**config.mk**
```make
export PLATFORM = sky130hd
export DESIGN_NAME = itbl_cell
export DESIGN_NICKNAME = d
export VERILOG_FILES = /design/src/sv/itbl_pkg.sv /design/src/sv/itbl_cell.sv
export SDC_FILE = /design/constraint.sdc
export NUM_CORES = 1
export LEC_CHECK = 0
export BUFFER_PORTS_ARGS = -buffer_cell sky130_fd_sc_hd__buf_2
export CAP_MARGIN = 15
export CORE_AREA = 2 2 253 255
export DETAILED_ROUTE_END_ITERATION = 8
export DIE_AREA = 0 0 255 257
export SLEW_MARGIN = 20
export SYNTH_ARGS = -nofsm -noshare
export SYNTH_HDL_FRONTEND = slang
export SYNTH_SLANG_ARGS = --single-unit
```
**constraint.sdc**
```tcl
create_clock -name clk -period 1.85 [get_ports clk]
set_input_delay 0.0925 -clock clk [delete_from_list [all_inputs] [get_ports clk]]
set_output_delay 0.0925 -clock clk [all_outputs]
set_load 0.05 [all_outputs]
```
**src/sv/itbl_pkg.sv**
```systemverilog
// Shared constants, codes and types of the indexed insert/delete table.
`default_nettype none

package itbl_pkg;

	// Default sizes.
	localparam int TABLE_DEPTH_DEF = 64;
	localparam int KEY_BITS_DEF    = 64;
	localparam int DATA_BITS_DEF   = 64;

	// Fixed field widths of the stream payloads.
	localparam int CMD_BITS    = 2;
	localparam int POS_BITS    = 6;
	localparam int NR_BITS     = 7;
	localparam int WORD_BITS   = 64;
	localparam int STATUS_BITS = 2;
	localparam int COUNT_BITS  = 7;
	localparam int CAP_BITS    = 7;
	localparam logic [CAP_BITS-1:0] CAP_RESET = 7'd64;

	// Commands.
	localparam logic [CMD_BITS-1:0] CMD_READ   = 2'd0;
	localparam logic [CMD_BITS-1:0] CMD_INSERT = 2'd1;
	localparam logic [CMD_BITS-1:0] CMD_DELETE = 2'd2;
	localparam logic [CMD_BITS-1:0] CMD_CLEAR  = 2'd3;

	// Result status codes.
	localparam logic [STATUS_BITS-1:0] ST_OK    = 2'd0;
	localparam logic [STATUS_BITS-1:0] ST_FULL  = 2'd1;
	localparam logic [STATUS_BITS-1:0] ST_RANGE = 2'd2;

	// Operations broadcast along the row of cells.
	localparam logic [1:0] OP_HOLD       = 2'd0;
	localparam logic [1:0] OP_INSERT     = 2'd1;
	localparam logic [1:0] OP_SHIFT_DOWN = 2'd2;
	localparam logic [1:0] OP_CLEAR      = 2'd3;

	typedef struct packed {
		logic [1:0]          op;
		logic [POS_BITS-1:0] pos;
	} itbl_ctrl_t;

endpackage

`default_nettype wire

```
**src/sv/itbl_cell.sv**
```systemverilog
// One slot of the table: a key/data pair that moves to or from its neighbors.
`default_nettype none

module itbl_cell import itbl_pkg::*; #(
	parameter int KEY_BITS  = KEY_BITS_DEF,
	parameter int DATA_BITS = DATA_BITS_DEF,
	parameter int IDX_BITS  = POS_BITS,
	parameter int CELL_IDX  = 0
) (
	input  wire  logic                 clk,
	input  wire  logic                 arst_n,
	input  wire  itbl_ctrl_t           ctrl,
	input  wire  logic [KEY_BITS-1:0]  key_new,
	input  wire  logic [DATA_BITS-1:0] data_new,
	input  wire  logic [KEY_BITS-1:0]  key_left,
	input  wire  logic [DATA_BITS-1:0] data_left,
	input  wire  logic [KEY_BITS-1:0]  key_right,
	input  wire  logic [DATA_BITS-1:0] data_right,
	output logic       [KEY_BITS-1:0]  key_q,
	output logic       [DATA_BITS-1:0] data_q,
	output logic       [KEY_BITS-1:0]  key_sel,
	output logic       [DATA_BITS-1:0] data_sel
);

	localparam int CMPW = (IDX_BITS > POS_BITS) ? IDX_BITS : POS_BITS;
	localparam logic [CMPW-1:0] MY_IDX = CMPW'(CELL_IDX);

	logic [CMPW-1:0] pos_c;
	logic            at_pos;
	logic            above_pos;

	assign pos_c     = CMPW'(ctrl.pos);
	assign at_pos    = (MY_IDX == pos_c);
	assign above_pos = (MY_IDX > pos_c);

	always_ff @(posedge clk or negedge arst_n) begin
		if (!arst_n) begin
			key_q  <= '0;
			data_q <= '0;
		end else begin
			case (ctrl.op)
				OP_INSERT: begin
					if (at_pos) begin
						key_q  <= key_new;
						data_q <= data_new;
					end else if (above_pos) begin
						key_q  <= key_left;
						data_q <= data_left;
					end
				end
				OP_SHIFT_DOWN: begin
					if (at_pos || above_pos) begin
						key_q  <= key_right;
						data_q <= data_right;
					end
				end
				OP_CLEAR: begin
					key_q  <= '0;
					data_q <= '0;
				end
				default: begin
				end
			endcase
		end
	end

	// Read port: only the addressed cell drives a nonzero value onto the OR bus.
	assign key_sel  = at_pos ? key_q : '0;
	assign data_sel = at_pos ? data_q : '0;

endmodule

`default_nettype wire

```
==> results of run 1 <==
## cells in the final DEF (no fill, tap or decap), drive strengths merged
cell type / netlist / routed
dfrtp: 128 / 128
and3: 128 / 128
nor2: 1 / 1
nand3: 1 / 1
nor4: 1 / 1
o221a: 128 / 128
inv: 128 / 128
clkinvlp: 0 / 5
buf: 38 / 549
clkinv: 0 / 5
o211a: 1 / 1
dlygate4sd3: 0 / 232
and2: 1 / 1
a41oi: 128 / 128
clkbuf: 74 / 21
diode: 0 / 8
## critical path, delay by kind of cell
| kind | cells | cell delay (ns) |
|---|---|---|
| AO/OA/AOI/OAI | 2 | 0.49 |
| buffers and inverters | 5 | 1.33 |
| AND/OR/NAND/NOR | 1 | 0.25 |
## cells by family after synthesis
| logic type | Yosys count | synth area share |
|---|---|---|
| compound gates | 257 | 0.340 |
| buf+inv | 240 | 0.125 |
| flops | 128 | 0.424 |
| simple gates | 132 | 0.111 |
## state kept, by name, summed over array words and instances, names as in the netlist
| register | flops |
|---|---|
| data_q | 64 |
| key_q | 64 |
## timing repair
action	in CTS	in global routing
hold buffers	232	0
gates resized for setup	1	1
endpoints found under the hold margin	256	0
endpoints found under the setup margin	1	95
cloned	0	0
pin swaps	0	1
setup buffers	0	1
## per-stage QoR
stage | setup WS [ns] | setup TNS (ns) | hold WS [ns] | cells
2_1_floorplan | 0.321 | 0 | -0.203 | 757
3_3_place_gp | -0.0542 | -3.34 | -0.0441 | 2039
3_5_place_dp | -0.0644 | -3.27 | -0.0474 | 2039
4_1_cts | 0.0196 | 0 | 0.00264 | 2302
5_1_grt | 0.00618 | 0 | 0.0377 | 2305
6_report | -0.00899 | -0.00899 | 0.0610 | 2311
## metal layers
| layer | routed length [um] | up-vias | GRT usage | share of wire |
|---|---|---|---|---|
| met1 | 16500 | 4669 | 0.133 | 0.42 |
| met5 | 90 | - | 0 | 0.0023 |
| met4 | 1590 | 14 | 0.0609 | 0.041 |
| li1 | - | 4352 | - | - |
| met3 | 3250 | 81 | 0.0430 | 0.083 |
| met2 | 17500 | 524 | 0.182 | 0.45 |
## power by group through the flow
stage	combinational, mW	sequential, mW	clock [mW]
floorplan	0.444	3.29	0
global placement	1.37	3.01	0
detailed placement	1.39	3.01	0
CTS	1.71	2.96	3.34
global route	1.83	2.97	3.43
finish	1.71	2.97	3.13
## worst min path at each step
| stage | from | to | slack, ns | cells after the start |
|---|---|---|---|---|
| 6_report | key_new[49] | key_q[49] | 0.06 | 4 |
| 5_1_grt | key_new[17] | key_q[17] | 0.04 | 4 |
| 4_1_cts | key_new[49] | key_q[49] | 0.003 | 4 |
| 3_5_place_dp | arst_n | key_q[9] | -0.05 | 1 |
| 3_3_place_gp | arst_n | key_q[9] | -0.04 | 1 |
| 2_1_floorplan | arst_n | data_q[0] | -0.20 | 0 |
## final cells by class
| cell class | count | share of cell area |
|---|---|---|
| antenna | 8 | 0.00140 |
| clock buffer | 21 | 0.0314 |
| clock inverter | 10 | 0.00463 |
| inverter | 128 | 0.0335 |
| multi-input combinational | 389 | 0.240 |
| sequential | 128 | 0.224 |
| tap | 846 | 0.0739 |
| timing repair buffer | 781 | 0.391 |
==> impl_metrics.json, run 1 <==
{
  "wl_per_cell_um": 16.9,
  "p_total_mw": 7.81,
  "post-route-period-util": 1.00,
  "grt_pass1_vias": 9603,
  "share_comb_of_total_power": 0.219,
  "ys_seq_area_frac": 0.424,
  "drt_iter0_drc": 837,
  "crit_end": "data_q[24]",
  "via_per_inst": 4.17,
  "insertion_delay_ns": 0.47,
  "drive_gt1_frac": 0.487,
  "io_buffers": 521,
  "synth-edff-count": 0,
  "cp.arrival_ns": 2.26,
  "slowest_delay_ns": 0.56,
  "path_clk_slew_ns": 0.06,
  "cp_max_fo": 66,
  "cts_buffers": 17,
  "maxCapViolCount": 0,
  "tightest_slew_ns": 0.803,
  "place_hpwl_um": 27000,
  "ys_ff_latch": 128,
  "grt_max_degree": 97,
  "cts_sinks": 128,
  "postSynthCellCount": 757,
  "setup_viol": 1,
  "yosys_warnings": 0,
  "max_freq_mhz": 538,
  "fin_area_sq_um": 14300,
  "die_height_um": 257,
  "gp_congestion": 0.827,
  "synth_nets": 1151,
  "dieArea_sq_um": 65500,
  "avgSynthCellArea_sq_um": 9.99,
  "vias": 9640,
  "cp_slowest_cell": "dlygate4sd3_1",
  "synthTopCellsByCount": "a41oi_1, and3_1, dfrtp_1, inv_1, o221a_2",
  "nNetsFinal": 1839,
  "io_pins": 650,
  "leakage_nw": 7.98,
  "p_sw_frac": 0.312,
  "ant_nets": 0,
  "core_sq_um": 62700,
  "netlist.area_leader.share": 0.424,
  "area_growth_pct": 89.5,
  "hp-class": "in2reg",
  "drc": 0,
  "slew_viol_final": 0,
  "num_rows": 92,
  "root_buffer": "clkbuf_16",
  "fin_ws_ns": -0.00899,
  "power.internal_mw": 5.38,
  "reg2reg_from": "key_q[30]",
  "cts_max_level": 4,
  "reg2reg_setup_slack_ns": 0.32,
  "status": "finished, violations left",
  "fin_crit_ns": 1.86,
  "pwr-share-seq": 0.380,
  "r2r_end": "key_q[30]",
  "critPathCaptureType": "register",
  "ys_types": 12,
  "async_reset_ff_frac": 1.00,
  "p_per_area_nw_per_um2": 545,
  "path_class": "in2reg",
  "reg2reg_depth": 2,
  "filler_cell_count": 6759,
  "required_ns": 2.25,
  "ff_latch_area_sq_um": 3200,
  "overflow": 0,
  "place_area_sq_um": 11500,
  "fin_util": 0.228,
  "yosysTopAreaCell": "dfrtp_1",
  "violations": "negative setup slack",
  "multi_input_area_sq_um": 3440,
  "path_cells": "buf_2 > nor4_4 > buf_4 > buf_8 > o211a_4 > buf_12 > o221a_2 > dlygate4sd3_1",
  "relSlewSlack": 0.463,
  "rsz0062_at_grt": "false",
  "first_pass_iters": 7,
  "synthFlopType": "dfrtp_1",
  "drt_wl_total_um": 39000,
  "grt_pass1_wl_um": 56400,
  "gr-usage-all-layers": 0.115,
  "p_clk_frac": 0.401,
  "p_sw_mw": 2.43,
  "hold_viol": 0,
  "critPathLaunch": "ctrl[4]",
  "synth.area.top_cells": "dfrtp_1, o221a_2, a41oi_1",
  "peakVddDrop_v": 0.000520,
  "die_w_um": 255,
  "start_kind": "primary input",
  "netlist_area_sq_um": 7560,
  "skew_ns": 0,
  "initial_core_util": 0.121,
  "clock_path_buffers": 2,
  "tritoncts": "built",
  "grt_antenna_before_repair": 16
}
Note: power is estimated with default switching activity, not from simulation.
==> run 2, diff against run 1 <==
--- a/config.mk
+++ b/config.mk
@@ -10,6 +10,7 @@
 export CORE_AREA = 2 2 253 255
 export DETAILED_ROUTE_END_ITERATION = 8
 export DIE_AREA = 0 0 255 257
+export SKIP_CTS_REPAIR_TIMING = 1
 export SLEW_MARGIN = 20
 export SYNTH_ARGS = -nofsm -noshare
 export SYNTH_HDL_FRONTEND = slang
==> impl_metrics.json, run 2 (synthesis results as in run 1) <==
{
  "whs_endpoint": "key_q[30]",
  "grt_pass1_wl_um": 51900,
  "reg2reg_setup_slack_ns": 0.44,
  "wl_met1_um": 16000,
  "layout_common_cells": "buf_2, dlygate4sd3_1",
  "first_pass_iters": 5,
  "core_sq_um": 62700,
  "initial_core_util": 0.121,
  "hold_ws_ns": 0.0116,
  "io_buffers": 521,
  "multi_input_area_sq_um": 3440,
  "tightest_slew_ns": 0.444,
  "insertion_delay_ns": 0.47,
  "skew_ns": 0,
  "die_height_um": 257,
  "setup_viol": 0,
  "met3_length_um": 3350,
  "dieArea_sq_um": 65500,
  "hp-class": "in2reg",
  "relSlewSlack": 0.704,
  "drive_gt1_frac": 0.518,
  "dr_wl_met2_um": 17200,
  "critPathCaptureType": "output port",
  "dpl_worst_slack_ns": -0.0644,
  "grt_antenna_before_repair": 13,
  "hold_viol": 0,
  "ff_latch_area_sq_um": 3200,
  "topRoutingLayerUsed": "met5",
  "reg.largest.list": "data_q x64, key_q x64",
  "vias": 9204,
  "tritoncts": "built",
  "via_per_inst": 4.14,
  "cp.arrival_ns": 1.68,
  "min_from": "key_new[30]",
  "critPathLaunch": "ctrl[0]",
  "grt_max_degree": 97,
  "place_hpwl_um": 27000,
  "maxCapViolCount": 0,
  "clock_path_buffers": 2,
  "max_freq_mhz": 563,
  "overflow": 0,
  "num_rows": 92,
  "final_common_cell": "buf_2",
  "path_clk_slew_ns": 0.06,
  "grt_pass1_vias": 8316,
  "p_per_area_nw_per_um2": 574,
  "cts_sinks": 128,
  "root_buffer": "clkbuf_16",
  "cts_buffers": 17,
  "drt_wl_total_um": 38100,
  "wl_per_cell_um": 17.1,
  "drt_iter0_drc": 872,
  "worstHoldPathCells": 4,
  "gp_congestion": 0.827,
  "reg2reg_depth": 2,
  "slew_viol_final": 0,
  "io_pins": 650,
  "status": "finished clean",
  "ant_nets": 0,
  "die_w_um": 255,
  "peakVddDrop_v": 0.000521,
  "gr-usage-all-layers": 0.106,
  "post-route-period-util": 0.960,
  "fin_crit_ns": 1.78,
  "filler_cell_count": 6804,
  "r2r_end": "key_q[10]",
  "drc": 0,
  "fin_ws_ns": 0.0740,
  "nNetsFinal": 1752,
  "start_kind": "primary input",
  "leakage_nw": 7.35,
  "cp_max_fo": 96,
  "reg2reg_from": "key_q[10]",
  "cts_max_level": 4,
  "path_class": "in2out",
  "required_ns": 1.76,
  "area_growth_pct": 78.1
}
run 2: routing by layer:
metal  vias up  global-route usage
met4         8              0.0539
li1       4180                   -
met5         -                   0
met3        77              0.0475
met2       496               0.165
met1      4443               0.123
run 2: power by group:
group	leakage, nW	total [mW]	internal (mW)	switching, mW
clock network	0.241	3.13	1.72	1.40
registers	1.77	2.97	2.88	0.0816
logic	5.34	1.64	0.709	0.929
total	7.35	7.73	5.32	2.42
run 2: how the worst max path moves through the flow:
| stage | to | slack (ns) |
|---|---|---|
| floorplan | data_sel[23] | 0.32 |
| global placement | data_q[7] | -0.05 |
| detailed placement | data_q[1] | -0.06 |
| CTS | key_sel[23] | -0.005 |
| global route | data_sel[13] | -0.002 |
| finish | data_sel[28] | 0.07 |
run 2: area by class of cell:
cell class,instances,area share
Timing Repair Buffer,694,0.352
Multi-Input combinational cell,389,0.256
Sequential cell,128,0.238
Tap cell,846,0.0786
Inverter,128,0.0357
Clock buffer,21,0.0334
Clock inverter,10,0.00492
Antenna cell,9,0.00167
run 2: through the flow:
step | total power, mW | instance area (sq um) | util | setup TNS (ns) | cells
5_1_grt | 8.16 | 13400 | 0.214 | -0.00194 | 2218
3_3_place_gp | 4.38 | 11500 | 0.183 | -3.34 | 2039
6_report | 7.73 | 13500 | 0.215 | 0 | 2225
4_1_cts | 7.69 | 12000 | 0.191 | -0.00494 | 2070
2_1_floorplan | 3.73 | 7560 | - | 0 | 757
3_5_place_dp | 4.40 | 11500 | 0.183 | -3.27 | 2039
run 2: worst max-delay path, stage by stage:
cell and delay (ns):
buf_2 0.11, nor4_4 0.37, buf_4 0.21, buf_16 0.25, and3_1 0.35, buf_12 0.17
==> run 3, diff against run 2 <==
--- a/config.mk
+++ b/config.mk
@@ -10,6 +10,7 @@
 export CORE_AREA = 2 2 253 255
 export DETAILED_ROUTE_END_ITERATION = 8
 export DIE_AREA = 0 0 255 257
+export RECOVER_POWER = 25
 export SKIP_CTS_REPAIR_TIMING = 1
 export SLEW_MARGIN = 20
 export SYNTH_ARGS = -nofsm -noshare
==> impl_metrics.json, run 3 (synthesis results as in run 1) <==
{
  "power.internal_mw": 5.31,
  "fin_tns_setup_ns": 0,
  "grt_max_degree": 97,
  "nNetsFinal": 1752,
  "grt_pass1_wl_um": 51900,
  "vias": 9203,
  "core_sq_um": 62700,
  "wl_per_cell_um": 17.1,
  "area_growth_pct": 77.9,
  "path_clk_slew_ns": 0.06,
  "setup_viol": 0,
  "die_height_um": 257,
  "grt_antenna_before_repair": 13,
  "tightest_slew_ns": 1.21,
  "dieArea_sq_um": 65500,
  "p_per_area_nw_per_um2": 574,
  "start_kind": "primary input",
  "cts_max_level": 4,
  "overflow": 0,
  "first_pass_iters": 5,
  "p_clk_frac": 0.405,
  "grt_pass1_vias": 8316,
  "share_comb_of_total_power": 0.211,
  "die_w_um": 255,
  "status": "finished clean",
  "gp_congestion": 0.827,
  "final_common_cell": "buf_2",
  "p_sw_frac": 0.313,
  "via_per_inst": 4.14,
  "fin_crit_ns": 1.78,
  "drt_wl_total_um": 38100,
  "cp.arrival_ns": 1.68,
  "io_buffers": 521,
  "tritoncts": "built",
  "multi_input_area_sq_um": 3440,
  "relSlewSlack": 0.196,
  "fin_ws_ns": 0.0738,
  "cp_max_fo": 96,
  "insertion_delay_ns": 0.47,
  "peakVddDrop_v": 0.000521,
  "place_hpwl_um": 27000,
  "clock_path_buffers": 2,
  "drive_gt1_frac": 0.518,
  "p_total_mw": 7.73,
  "root_buffer": "clkbuf_16",
  "dpl_worst_slack_ns": -0.0644,
  "filler_cell_count": 6808,
  "critPathCaptureType": "output port",
  "path_class": "in2out",
  "leakage_nw": 7.34,
  "max_freq_mhz": 563,
  "fin_util": 0.214,
  "initial_core_util": 0.121,
  "ant_nets": 0,
  "slew_viol_final": 0,
  "maxCapViolCount": 0,
  "hp-class": "in2reg",
  "io_pins": 650,
  "skew_ns": 0,
  "num_rows": 92,
  "drc": 0,
  "cts_sinks": 128,
  "required_ns": 1.76,
  "post-route-period-util": 0.960,
  "reg.largest.list": "data_q x64, key_q x64",
  "cts_buffers": 17,
  "hold_ws_ns": 0.0116,
  "hold_viol": 0,
  "pwr-share-seq": 0.384,
  "p_sw_mw": 2.42,
  "gr-usage-all-layers": 0.106,
  "layout_common_cells": "buf_2, dlygate4sd3_1",
  "drt_iter0_drc": 872,
  "ff_latch_area_sq_um": 3200
}
-- run 3: changes by cell type in the layout (fill, tap and decap cells not counted) --
cell | before | now
buf_12 | 32 | 31
clkbuf_1 | 3 | 4
-- run 3: power groups by stage --
stage / Sequential (mW) / Combinational [mW] / Clock [mW]
2_1_floorplan: 3.29 / 0.444 / 0
3_3_place_gp: 3.01 / 1.37 / 0
3_5_place_dp: 3.01 / 1.39 / 0
4_1_cts: 2.96 / 1.39 / 3.34
5_1_grt: 2.97 / 1.75 / 3.44
6_report: 2.97 / 1.63 / 3.13
-- run 3: worst max-delay path: stages --
cell and delay [ns]:
buf_2 0.11, nor4_4 0.37, buf_4 0.21, buf_16 0.25
and3_1 0.35, buf_12 0.17
-- run 3: path summary, 6_finish.rpt --
kind	endpoint	slack, ns	cells after the start	start
hold reg to reg	key_q[32]	0.57	1	key_q[32]
max in group asynchronous	data_q[17]	0.32	3	arst_n
setup reg to reg	key_q[10]	0.44	2	key_q[10]
hold / removal	key_q[30]	0.01	4	key_new[30]
setup / recovery	data_sel[28]	0.07	6	ctrl[0]
min in group asynchronous	key_q[9]	0.41	2	arst_n
-- run 3: area by class of cell --
cell class	instances	share of cell area
repair buffers	694	0.352
multi-input cells	389	0.256
flip-flops and latches	128	0.238
well taps	846	0.0787
inverters	128	0.0357
clock buffers	21	0.0335
clock inverters	10	0.00493
diodes	9	0.00167
-- run 3: per-layer routing --
| layer | global-route usage | vias to the layer above | wire (um) |
|---|---|---|---|
| li1 | - | 4180 | - |
| met1 | 0.123 | 4440 | 16000 |
| met2 | 0.165 | 498 | 17200 |
| met3 | 0.0475 | 77 | 3370 |
| met4 | 0.0539 | 8 | 1420 |
| met5 | 0 | - | 51 |
-- run 3: metrics by stage --
step | cell area [sq um] | std cells
after CTS | 12000 | 2070
after global routing | 13400 | 2218
after detailed placement | 11500 | 2039
after floorplan | 7560 | 757
after global placement | 11500 | 2039
final | 13500 | 2225
